`config.mk`:
```
export PLATFORM = sky130hd
export DESIGN_NAME = fan_tach_rpm_and_pwm_duty
export DESIGN_NICKNAME = d
export VERILOG_FILES = /design/src/hw/rtl/fantach_pkg.sv /design/src/hw/rtl/fan_tach_rpm_and_pwm_duty.sv /design/src/hw/rtl/fantach_front.sv /design/src/hw/rtl/fantach_fifo.sv /design/src/hw/rtl/fantach_back.sv
export VERILOG_INCLUDE_DIRS = /design/src /design/src/hw/rtl
export SDC_FILE = /design/constraint.sdc
export NUM_CORES = 2
export LEC_CHECK = 0
export BUFFER_PORTS_ARGS = -buffer_cell sky130_fd_sc_hd__buf_2
export CORE_ASPECT_RATIO = 2
export CORE_UTILIZATION = 55
export CTS_CLUSTER_DIAMETER = 30
export DETAILED_ROUTE_END_ITERATION = 12
export GPL_TIMING_DRIVEN = 0
export PLACE_DENSITY = 0.8
export SETUP_SLACK_MARGIN = 0.02
export SYNTH_ARGS = -nofsm -noshare
export SYNTH_HDL_FRONTEND = slang
export SYNTH_HIERARCHICAL = 1
export SYNTH_SLANG_ARGS = --single-unit
```
`constraint.sdc`:
```
create_clock -name i_clk -period 25.8 [get_ports i_clk]
set_input_delay 7.74 -clock i_clk [delete_from_list [all_inputs] [get_ports i_clk]]
set_output_delay 7.74 -clock i_clk [all_outputs]
set_load 0.02 [all_outputs]
```
`src/hw/rtl/assert_macros.svh`:
```
// Assertion macros shared by the fan tach RTL files.
`ifndef ASSERT_MACROS_SVH
`define ASSERT_MACROS_SVH

// Clocked check, off while reset is held.
`define ASSERT_CLK(label, prop, msg) \
    label: assert property (@(posedge i_clk) disable iff (!i_rst_n) prop) else $error(msg);

// Clocked check that also holds during reset.
`define ASSERT_ALWAYS(label, prop, msg) \
    label: assert property (@(posedge i_clk) prop) else $error(msg);

`endif

```
`src/hw/rtl/fantach_pkg.sv`:
```
// Types, constants and a helper function for the fan tach / PWM duty block.
package fantach_pkg;

    // arithmetic constants
    localparam logic [15:0] RPM_SCALE = 16'd60000;
    localparam logic [15:0] RPM_MAX   = 16'hFFFF;
    localparam logic [14:0] DUTY_MAX  = 15'd32767;
    localparam logic [7:0]  BYTE_MAX  = 8'd255;

    // item actions
    localparam logic ACT_TICK = 1'b0;
    localparam logic ACT_SET  = 1'b1;

    // configuration register indexes
    localparam logic [1:0] REG_PERIOD_TOP = 2'd0;
    localparam logic [1:0] REG_WINDOW_MS  = 2'd1;
    localparam logic [1:0] REG_PPR        = 2'd2;
    localparam logic [1:0] REG_STEP       = 2'd3;

    // configuration reset values
    localparam logic [15:0] RST_PERIOD_TOP = 16'd2879;
    localparam logic [15:0] RST_WINDOW_MS  = 16'd1000;
    localparam logic [7:0]  RST_PPR        = 8'd2;
    localparam logic [7:0]  RST_STEP       = 8'd30;

    typedef struct packed {
        logic [15:0] period_top;
        logic [15:0] window_ms;
        logic [7:0]  ppr;
        logic [7:0]  step;
    } t_cfg;

    // classified item passed from front to back
    typedef struct packed {
        logic        is_set;
        logic        closed;
        logic [31:0] edges;
        logic [31:0] elapsed;
        logic [14:0] duty;
    } t_cmd;

    // exact x / 32767 using 32767 = 2^15 - 1 folding
    function automatic logic [17:0] div32767(input logic [31:0] x);
        logic [16:0] a;
        logic [17:0] s;
        logic [2:0]  c;
        logic [15:0] t;
        logic [17:0] q;
        a = x[31:15];
        s = 18'(a) + 18'(x[14:0]);
        c = s[17:15];
        t = 16'(c) + 16'(s[14:0]);
        q = 18'(a) + 18'(c) + ((t >= 16'(DUTY_MAX)) ? 18'd1 : 18'd0);
        return q;
    endfunction

endpackage

```
`src/hw/rtl/fan_tach_rpm_and_pwm_duty.sv`:
```
// Top level: fan tach rpm meter and PWM duty holder with config registers.
//
//  channel  dir  handshake             beat carries
//  in       in   i_in_valid/o_in_stall action, tach_level, now_ms, duty_request
//  out      out  o_out_valid/i_out_stall rpm, duty, compare, duty/speed bytes, done
//  cfg      in   i_cfg_valid/o_cfg_ready register index, 16-bit data
//
// A set item or a tick that closes no window runs only the speed-byte division in
// the back end; a closing tick runs 16 rpm quotient bits, then 8 speed-byte bits,
// through one shared shift-subtract divider. A zero divisor or a saturated quotient
// skips its divide steps. The front takes one item per cycle into a QUEUE_DEPTH
// queue and stalls only when it is full. Output stall holds the result register
// and the back end waits in its output state. Reset is synchronous, active low.
module fan_tach_rpm_and_pwm_duty #(
    parameter int QUEUE_DEPTH = 2
) (
    input  logic        i_clk,
    input  logic        i_rst_n,
    input  logic        i_in_valid,
    output logic        o_in_stall,
    input  logic        i_action,
    input  logic        i_tach_level,
    input  logic [31:0] i_now_ms,
    input  logic [15:0] i_duty_request,
    output logic        o_out_valid,
    input  logic        i_out_stall,
    output logic [15:0] o_rpm_value,
    output logic [14:0] o_duty_now,
    output logic [16:0] o_compare_value,
    output logic [7:0]  o_duty_byte,
    output logic [7:0]  o_speed_byte,
    output logic        o_window_done,
    input  logic        i_cfg_valid,
    output logic        o_cfg_ready,
    input  logic [1:0]  i_cfg_index,
    input  logic [15:0] i_cfg_data
);
    import fantach_pkg::*;

    t_cfg r_cfg;
    t_cmd push_cmd;
    t_cmd head_cmd;
    logic push;
    logic pop;
    logic full;
    logic empty;

    assign o_cfg_ready = 1'b1;

    // configuration registers
    always_ff @(posedge i_clk) begin
        if (!i_rst_n) begin
            r_cfg.period_top <= RST_PERIOD_TOP;
            r_cfg.window_ms  <= RST_WINDOW_MS;
            r_cfg.ppr        <= RST_PPR;
            r_cfg.step       <= RST_STEP;
        end else if (i_cfg_valid && o_cfg_ready) begin
            case (i_cfg_index)
                REG_PERIOD_TOP: r_cfg.period_top <= i_cfg_data;
                REG_WINDOW_MS:  r_cfg.window_ms  <= i_cfg_data;
                REG_PPR:        r_cfg.ppr        <= i_cfg_data[7:0];
                REG_STEP:       r_cfg.step       <= i_cfg_data[7:0];
                default: begin
                end
            endcase
        end
    end

    fantach_front u_front (
        .i_clk          (i_clk),
        .i_rst_n        (i_rst_n),
        .i_in_valid     (i_in_valid),
        .o_in_stall     (o_in_stall),
        .i_action       (i_action),
        .i_tach_level   (i_tach_level),
        .i_now_ms       (i_now_ms),
        .i_duty_request (i_duty_request),
        .i_window_ms    (r_cfg.window_ms),
        .i_full         (full),
        .o_push         (push),
        .o_cmd          (push_cmd)
    );

    fantach_fifo #(
        .DEPTH (QUEUE_DEPTH)
    ) u_fifo (
        .i_clk   (i_clk),
        .i_rst_n (i_rst_n),
        .i_push  (push),
        .i_cmd   (push_cmd),
        .i_pop   (pop),
        .o_cmd   (head_cmd),
        .o_full  (full),
        .o_empty (empty)
    );

    fantach_back u_back (
        .i_clk           (i_clk),
        .i_rst_n         (i_rst_n),
        .i_cfg           (r_cfg),
        .i_empty         (empty),
        .i_cmd           (head_cmd),
        .o_pop           (pop),
        .o_out_valid     (o_out_valid),
        .i_out_stall     (i_out_stall),
        .o_rpm_value     (o_rpm_value),
        .o_duty_now      (o_duty_now),
        .o_compare_value (o_compare_value),
        .o_duty_byte     (o_duty_byte),
        .o_speed_byte    (o_speed_byte),
        .o_window_done   (o_window_done)
    );

endmodule

```
`src/hw/rtl/fantach_front.sv`:
```
// Front end: accepts items, tracks tach edges and windows, emits commands.
module fantach_front (
    input  logic                 i_clk,
    input  logic                 i_rst_n,
    input  logic                 i_in_valid,
    output logic                 o_in_stall,
    input  logic                 i_action,
    input  logic                 i_tach_level,
    input  logic [31:0]          i_now_ms,
    input  logic [15:0]          i_duty_request,
    input  logic [15:0]          i_window_ms,
    input  logic                 i_full,
    output logic                 o_push,
    output fantach_pkg::t_cmd    o_cmd
);
    import fantach_pkg::*;

    logic        r_last_level, n_last_level;
    logic        r_level_seen, n_level_seen;
    logic [31:0] r_edge_count, n_edge_count;
    logic [31:0] r_window_start, n_window_start;

    logic        accept;
    logic        falling;
    logic [31:0] elapsed;
    logic [31:0] edges_inc;
    logic        closed;

    assign o_in_stall = i_full;
    assign accept     = i_in_valid & ~i_full;
    assign o_push     = accept;

    // edge detect and window test
    always_comb begin
        falling   = r_level_seen & r_last_level & ~i_tach_level;
        edges_inc = r_edge_count + 32'(falling);
        elapsed   = i_now_ms - r_window_start;
        closed    = elapsed >= 32'(i_window_ms);

        o_cmd.is_set  = (i_action == ACT_SET);
        o_cmd.closed  = (i_action == ACT_TICK) & closed;
        o_cmd.edges   = edges_inc;
        o_cmd.elapsed = elapsed;
        o_cmd.duty    = i_duty_request[15] ? DUTY_MAX : i_duty_request[14:0];
    end

    // tach state update on a tick beat
    always_comb begin
        n_last_level   = r_last_level;
        n_level_seen   = r_level_seen;
        n_edge_count   = r_edge_count;
        n_window_start = r_window_start;
        if (accept && i_action == ACT_TICK) begin
            n_level_seen = 1'b1;
            n_last_level = i_tach_level;
            if (closed) begin
                n_edge_count   = '0;
                n_window_start = i_now_ms;
            end else begin
                n_edge_count = edges_inc;
            end
        end
    end

    always_ff @(posedge i_clk) begin
        if (!i_rst_n) begin
            r_last_level   <= 1'b1;
            r_level_seen   <= 1'b0;
            r_edge_count   <= '0;
            r_window_start <= '0;
        end else begin
            r_last_level   <= n_last_level;
            r_level_seen   <= n_level_seen;
            r_edge_count   <= n_edge_count;
            r_window_start <= n_window_start;
        end
    end

endmodule

```
`src/hw/rtl/fantach_fifo.sv`:
```
// Short command queue between front and back.
`include "assert_macros.svh"
module fantach_fifo #(
    parameter int DEPTH = 2
) (
    input  logic                 i_clk,
    input  logic                 i_rst_n,
    input  logic                 i_push,
    input  fantach_pkg::t_cmd    i_cmd,
    input  logic                 i_pop,
    output fantach_pkg::t_cmd    o_cmd,
    output logic                 o_full,
    output logic                 o_empty
);
    import fantach_pkg::*;

    localparam int PW = $clog2(DEPTH);
    localparam int CW = $clog2(DEPTH + 1);

    t_cmd            r_slot [DEPTH];
    logic [PW-1:0]   r_wr, n_wr;
    logic [PW-1:0]   r_rd, n_rd;
    logic [CW-1:0]   r_count, n_count;

    assign o_full  = (r_count == CW'(DEPTH));
    assign o_empty = (r_count == '0);
    assign o_cmd   = r_slot[r_rd];

    // pointer and fill count
    always_comb begin
        n_wr    = r_wr;
        n_rd    = r_rd;
        n_count = r_count;
        if (i_push) begin
            n_wr = (r_wr == PW'(DEPTH - 1)) ? '0 : r_wr + PW'(1);
        end
        if (i_pop) begin
            n_rd = (r_rd == PW'(DEPTH - 1)) ? '0 : r_rd + PW'(1);
        end
        if (i_push && !i_pop) begin
            n_count = r_count + CW'(1);
        end else if (!i_push && i_pop) begin
            n_count = r_count - CW'(1);
        end
    end

    always_ff @(posedge i_clk) begin
        if (!i_rst_n) begin
            r_wr    <= '0;
            r_rd    <= '0;
            r_count <= '0;
        end else begin
            r_wr    <= n_wr;
            r_rd    <= n_rd;
            r_count <= n_count;
        end
    end

    // storage, no reset
    always_ff @(posedge i_clk) begin
        if (i_push) begin
            r_slot[r_wr] <= i_cmd;
        end
    end

    `ASSERT_CLK(a_no_overflow, r_count == CW'(DEPTH) |-> !i_push, "push into full queue")
    `ASSERT_CLK(a_no_underflow, r_count == '0 |-> !i_pop, "pop from empty queue")

endmodule

```
`src/hw/rtl/fantach_back.sv`:
```
// Back end: rpm and speed-byte division, duty scaling, output register.
`include "assert_macros.svh"
module fantach_back (
    input  logic                 i_clk,
    input  logic                 i_rst_n,
    input  fantach_pkg::t_cfg    i_cfg,
    input  logic                 i_empty,
    input  fantach_pkg::t_cmd    i_cmd,
    output logic                 o_pop,
    output logic                 o_out_valid,
    input  logic                 i_out_stall,
    output logic [15:0]          o_rpm_value,
    output logic [14:0]          o_duty_now,
    output logic [16:0]          o_compare_value,
    output logic [7:0]           o_duty_byte,
    output logic [7:0]           o_speed_byte,
    output logic                 o_window_done
);
    import fantach_pkg::*;

    localparam logic [1:0] B_IDLE = 2'd0;
    localparam logic [1:0] B_SAT  = 2'd1;
    localparam logic [1:0] B_DIV  = 2'd2;
    localparam logic [1:0] B_OUT  = 2'd3;

    // control state
    logic [1:0]  r_state, n_state;
    logic        r_out_valid, n_out_valid;
    logic [15:0] r_speed, n_speed;
    logic [14:0] r_duty, n_duty;

    // divider datapath and result payload
    logic        r_closed, n_closed;
    logic        r_byte, n_byte;
    logic [47:0] r_rem, n_rem;
    logic [39:0] r_div, n_div;
    logic [54:0] r_dsh, n_dsh;
    logic [15:0] r_quo, n_quo;
    logic [3:0]  r_cnt, n_cnt;
    logic [7:0]  r_sbyte, n_sbyte;
    logic [15:0] r_o_rpm, n_o_rpm;
    logic [14:0] r_o_duty, n_o_duty;
    logic [16:0] r_o_cmp, n_o_cmp;
    logic [7:0]  r_o_dbyte, n_o_dbyte;
    logic [7:0]  r_o_sbyte, n_o_sbyte;
    logic        r_o_done, n_o_done;

    logic        fin;
    logic [15:0] fin_val;
    logic [55:0] lim;
    logic        ge;
    logic [15:0] q_next;
    logic [16:0] top1;
    logic [31:0] cmp_prod;
    logic [31:0] dby_prod;
    logic [17:0] cmp_q;
    logic [17:0] dby_q;
    logic        load;

    assign o_pop = (r_state == B_IDLE) & ~i_empty;
    assign load  = ~r_out_valid | ~i_out_stall;

    always_comb begin
        n_state     = r_state;
        n_out_valid = r_out_valid & i_out_stall;
        n_speed     = r_speed;
        n_duty      = r_duty;
        n_closed    = r_closed;
        n_byte      = r_byte;
        n_rem       = r_rem;
        n_div       = r_div;
        n_dsh       = r_dsh;
        n_quo       = r_quo;
        n_cnt       = r_cnt;
        n_sbyte     = r_sbyte;
        n_o_rpm     = r_o_rpm;
        n_o_duty    = r_o_duty;
        n_o_cmp     = r_o_cmp;
        n_o_dbyte   = r_o_dbyte;
        n_o_sbyte   = r_o_sbyte;
        n_o_done    = r_o_done;

        fin      = 1'b0;
        fin_val  = '0;
        lim      = r_byte ? {8'b0, r_div, 8'b0} : {r_div, 16'b0};
        ge       = {7'b0, r_rem} >= r_dsh;
        q_next   = {r_quo[14:0], ge};
        top1     = 17'(i_cfg.period_top) + 17'd1;
        cmp_prod = 32'(top1) * 32'(r_duty);
        dby_prod = 32'(r_duty) * 32'(BYTE_MAX);
        cmp_q    = div32767(cmp_prod);
        dby_q    = div32767(dby_prod);

        case (r_state)
            // take a command: set duty on a set item, and start the rpm or byte division
            B_IDLE: begin
                if (!i_empty) begin
                    n_closed = i_cmd.closed;
                    if (i_cmd.is_set) begin
                        n_duty = i_cmd.duty;
                    end
                    if (i_cmd.closed) begin
                        n_rem  = 48'(i_cmd.edges) * 48'(RPM_SCALE);
                        n_div  = 40'(i_cmd.elapsed) * 40'(i_cfg.ppr);
                        n_byte = 1'b0;
                    end else begin
                        n_rem  = 48'(r_speed);
                        n_div  = 40'(i_cfg.step);
                        n_byte = 1'b1;
                    end
                    n_state = B_SAT;
                end
            end
            // zero divisor and quotient overflow checks
            B_SAT: begin
                if (r_div == '0) begin
                    fin     = 1'b1;
                    fin_val = r_byte ? 16'(BYTE_MAX) : 16'd0;
                end else if ({8'b0, r_rem} >= lim) begin
                    fin     = 1'b1;
                    fin_val = r_byte ? 16'(BYTE_MAX) : RPM_MAX;
                end else begin
                    n_dsh   = r_byte ? (55'(r_div) << 7) : (55'(r_div) << 15);
                    n_cnt   = r_byte ? 4'd7 : 4'd15;
                    n_quo   = '0;
                    n_state = B_DIV;
                end
            end
            // restoring division, one quotient bit a cycle
            B_DIV: begin
                if (ge) begin
                    n_rem = r_rem - r_dsh[47:0];
                end
                n_dsh = r_dsh >> 1;
                n_cnt = r_cnt - 4'd1;
                n_quo = q_next;
                if (r_cnt == '0) begin
                    fin     = 1'b1;
                    fin_val = q_next;
                end
            end
            // load the output register once it is free
            B_OUT: begin
                if (load) begin
                    n_out_valid = 1'b1;
                    n_o_rpm     = r_speed;
                    n_o_duty    = r_duty;
                    n_o_cmp     = cmp_q[16:0];
                    n_o_dbyte   = dby_q[7:0];
                    n_o_sbyte   = r_sbyte;
                    n_o_done    = r_closed;
                    n_state     = B_IDLE;
                end
            end
            default: begin
                n_state = B_IDLE;
            end
        endcase

        // division finished: rpm goes on to the speed byte, the speed byte to the output state
        if (fin) begin
            if (!r_byte) begin
                n_speed = fin_val;
                n_rem   = 48'(fin_val);
                n_div   = 40'(i_cfg.step);
                n_byte  = 1'b1;
                n_state = B_SAT;
            end else begin
                n_sbyte = fin_val[7:0];
                n_state = B_OUT;
            end
        end
    end

    always_ff @(posedge i_clk) begin
        if (!i_rst_n) begin
            r_state     <= B_IDLE;
            r_out_valid <= 1'b0;
            r_speed     <= '0;
            r_duty      <= '0;
        end else begin
            r_state     <= n_state;
            r_out_valid <= n_out_valid;
            r_speed     <= n_speed;
            r_duty      <= n_duty;
        end
    end

    always_ff @(posedge i_clk) begin
        r_closed  <= n_closed;
        r_byte    <= n_byte;
        r_rem     <= n_rem;
        r_div     <= n_div;
        r_dsh     <= n_dsh;
        r_quo     <= n_quo;
        r_cnt     <= n_cnt;
        r_sbyte   <= n_sbyte;
        r_o_rpm   <= n_o_rpm;
        r_o_duty  <= n_o_duty;
        r_o_cmp   <= n_o_cmp;
        r_o_dbyte <= n_o_dbyte;
        r_o_sbyte <= n_o_sbyte;
        r_o_done  <= n_o_done;
    end

    assign o_out_valid     = r_out_valid;
    assign o_rpm_value     = r_o_rpm;
    assign o_duty_now      = r_o_duty;
    assign o_compare_value = r_o_cmp;
    assign o_duty_byte     = r_o_dbyte;
    assign o_speed_byte    = r_o_sbyte;
    assign o_window_done   = r_o_done;

    `ASSERT_CLK(a_div_nonzero, r_state == B_DIV |-> r_div != '0, "divide step with zero divisor")
    `ASSERT_CLK(a_out_from_out, $rose(r_out_valid) |-> $past(r_state) == B_OUT, "result beat not from output state")

endmodule

```
==> flow_summary_export.csv <==
group,metric,value,unit
status,status,"finished, violations left",
status,violations,"capacitance limit, slew limit",
sta,fin_crit,14.98,ns
logic_synthesis,ys_types,110,
final_layout,fin_nets,7038,
global_routing,grt_pass1_wl,270000,µm
final_layout,multi_input_area,37200,µm²
sta,fmax,0.0668,GHz
logic_synthesis,synth-main-ff-cell,"edfxtp_1",
cts,worst_skew_pair.late_latency,0.72,ns
logic_synthesis,ys_seq_area_share,25.8,%
sta,rsz0062_at_grt,"false",
setup_path,cp_slowest_stage_delay,0.87,ns
cts,h-tree-depth,3,
setup_path,cp-start-kind,"flop",
logic_synthesis,synth_cells,5669,
die,die-width,225,µm
logic_synthesis,syn-num-nets,6811,
place,place_area,57500,µm²
sta,skew,0.0452,ns
global_routing,grt_max_degree,48,
setup_path,r2r_start,"r_cfg[35]",
logic_synthesis,yosys.cell_count.top_type,"inv_1",
place,post-dp-hpwl,142000,µm
logic_synthesis,ys_warn_count,6,
logic_synthesis,synthArstFlopShare,0,%
final_layout,areaGrowthSynthToFinish,9.64,%
global_routing,grt_pass1_vias,47500,
logic_synthesis,yosys-top-cells-count,"inv_1, nand2_1, fa_1",
route,routed_via_density,6.12,
logic_synthesis,syn_area,54900,µm²
place,io_buffers,139,
sta,setup_tns,0,ns
route,drc,0,
die,initial_core_util,55.6,%
setup_path,path_common_cell,"fa_1",
global_routing,grt_use_total,36.0,%
route,postRouteAntennaNets,0,
setup_path,r2r-end,"u_back/o_compare_value[16]",
sta,max-slew-margin-rel,-3.40,%
route,wl_per_cell,24.5,µm
cts,cts_resized,0,
cts,clk_path_buf_depth,3,
sta,whs,0.425,ns
sta,worst_pin_slew,1.53,ns
die,rows,163,
die,die_h,449,µm
setup_path,critical_path_class,"reg2reg",
logic_synthesis,ys_ff_latch,552,
sta,setup_viol,0,
setup_path,worst_path_max_delay_cell,"xnor2_1",
setup_path,crit_required,26.22,ns
logic_synthesis,syn_area_per_cell,9.69,µm²
cts,cts_hold_buffers,0,
sta,slew_viol_final,2,
sta,fin_crit_sh,58.1,%
final_layout,drive_gt1_share,8.24,%
final_layout,fillers,8271,
cts,cts_num_sinks,552,
final_layout,finalNonFillerCells,7290,
cts,cts_setup_buffers,0,
setup_path,cp_max_fo,10,
die,core_area,98700,µm²
die,io_pins,141,
die,fp.dieArea,101000,µm²
final_layout,regArea,14200,µm²
setup_path,worstSetupEndpointType,"flop",
setup_path,endpoint,"u_back/o_compare_value[16]",
logic_synthesis,ys_top_cells_by_area,"fa_1, edfxtp_1, ha_1",
logic_synthesis,yosysTopAreaCell,"fa_1",
cts,root_buffer,"clkbuf_16",
cts,cts_tree,"yes",
global_routing,grt_overflow,0,
place,gp_congestion,1.10,
setup_path,crit_arrival,15.40,ns
logic_synthesis,synth_top_area_share,21.4,%
setup_path,ff2ff_setup_slack,10.82,ns
route,finalWirelength,178000,µm
logic_synthesis,synth_edf_count,310,
sta,hold_violations,0,
global_routing,antenna_found_initial,13,
route,vias,44600,
cts,cts_made_buffers,78,
place,dp_cells,7136,
route,firstDrtPassIters,8,
run,maxCapViolCount,1,
route,drtIter0Drc,3447,
cts,path_clk_slew,0.07,ns
final_layout,postLayoutCellArea,60200,µm²
worst_hold_path,hold_class,"reg2reg",
setup_path,crit_start,"r_cfg[35]",
setup_path,r2r_cells,53,
layout make-up:
| cell class | instances | share of cell area, % |
|---|---|---|
| multi-input cells | 4218 | 61.8 |
| diodes | 8 | 0.0333 |
| well taps | 1320 | 2.74 |
| flip-flops and latches | 552 | 23.5 |
| plain buffers | 206 | 1.59 |
| clock inverters | 56 | 1.07 |
| repair buffers | 147 | 1.46 |
| inverters | 693 | 4.32 |
| clock buffers | 90 | 3.42 |
state kept, by name, indices dropped and copies added (netlist names), 4 cells and up, named ones only:
name,cells
r_cfg,48
u_back/o_compare_value,17
u_back/o_duty_byte,8
u_back/o_duty_now,15
u_back/o_rpm_value,16
u_back/o_speed_byte,8
u_back/r_cnt,4
u_back/r_div,40
u_back/r_dsh,55
u_back/r_duty,15
u_back/r_quo,15
u_back/r_rem,48
u_back/r_sbyte,8
u_back/r_speed,16
u_fifo/r_slot,162
u_front/r_edge_count,32
u_front/r_window_start,32
critical path, delay by kind of cell (launching register included):
family | cells | cell delay, ns
flops | 1 | 0.43
buf+inv | 7 | 1.54
simple gates | 16 | 3.03
fa+ha+maj | 13 | 5.05
xor+xnor | 5 | 2.05
compound gates | 12 | 2.56
kinds of logic (layout without fill, tap and decap cells):
logic type,after synthesis,in the layout,share of synthesized area [%]
other cells,1,9,0.00683
xor+xnor,268,268,4.30
buf+inv,899,1192,6.48
compound gates,982,982,11.7
mux,252,252,4.83
flops,552,552,25.8
fa+ha+maj,1071,1071,32.4
simple gates,1644,1644,14.5
per-layer routing:
layer	vias up	routed length, µm	global-route usage [%]
met3	1025	12200	8.38
met4	10	23200	38.4
met2	2110	89700	63.2
met1	21700	53300	32.2
met5	-	74	0
li1	19700	-	-
worst min-delay path by stage:
stage	start	endpoint	slack, ns	cells past startpoint
final	u_back/r_sbyte[4]	u_back/o_speed_byte[4]	0.42	0
after floorplan	u_back/r_sbyte[0]	u_back/o_speed_byte[0]	0.40	0
after detailed placement	u_back/r_closed	u_back/o_window_done	0.41	0
after CTS	u_back/r_closed	u_back/o_window_done	0.42	0
after global placement	u_back/r_sbyte[3]	u_back/o_speed_byte[3]	0.40	0
after global routing	u_back/r_sbyte[7]	u_back/o_speed_byte[7]	0.43	0
stage by stage:
stage               setup WS (ns)  utilization (%)
floorplan                   12.76                -
global placement             9.63             58.0
detailed placement          11.27             58.2
CTS                         11.23             61.0
global route                10.21             61.0
finish                      10.82             61.0
layout by cell type, fill, tap and decap left out, drive strengths merged, types with 45 or more instances in the layout:
cell,count
a211oi,45
a21o,104
a21oi,280
and2,231
and3,51
buf,207
clkbuf,236
dfxtp,242
edfxtp,310
fa,587
ha,482
inv,719
mux2,103
mux2i,149
nand2,634
nand3,122
nor2,280
nor2b,67
nor3,59
o21ai,175
xnor2,171
xor2,96
Power is not shown: default switching activity piles up to over one toggle a cycle in this logic, so the estimate is an artifact.
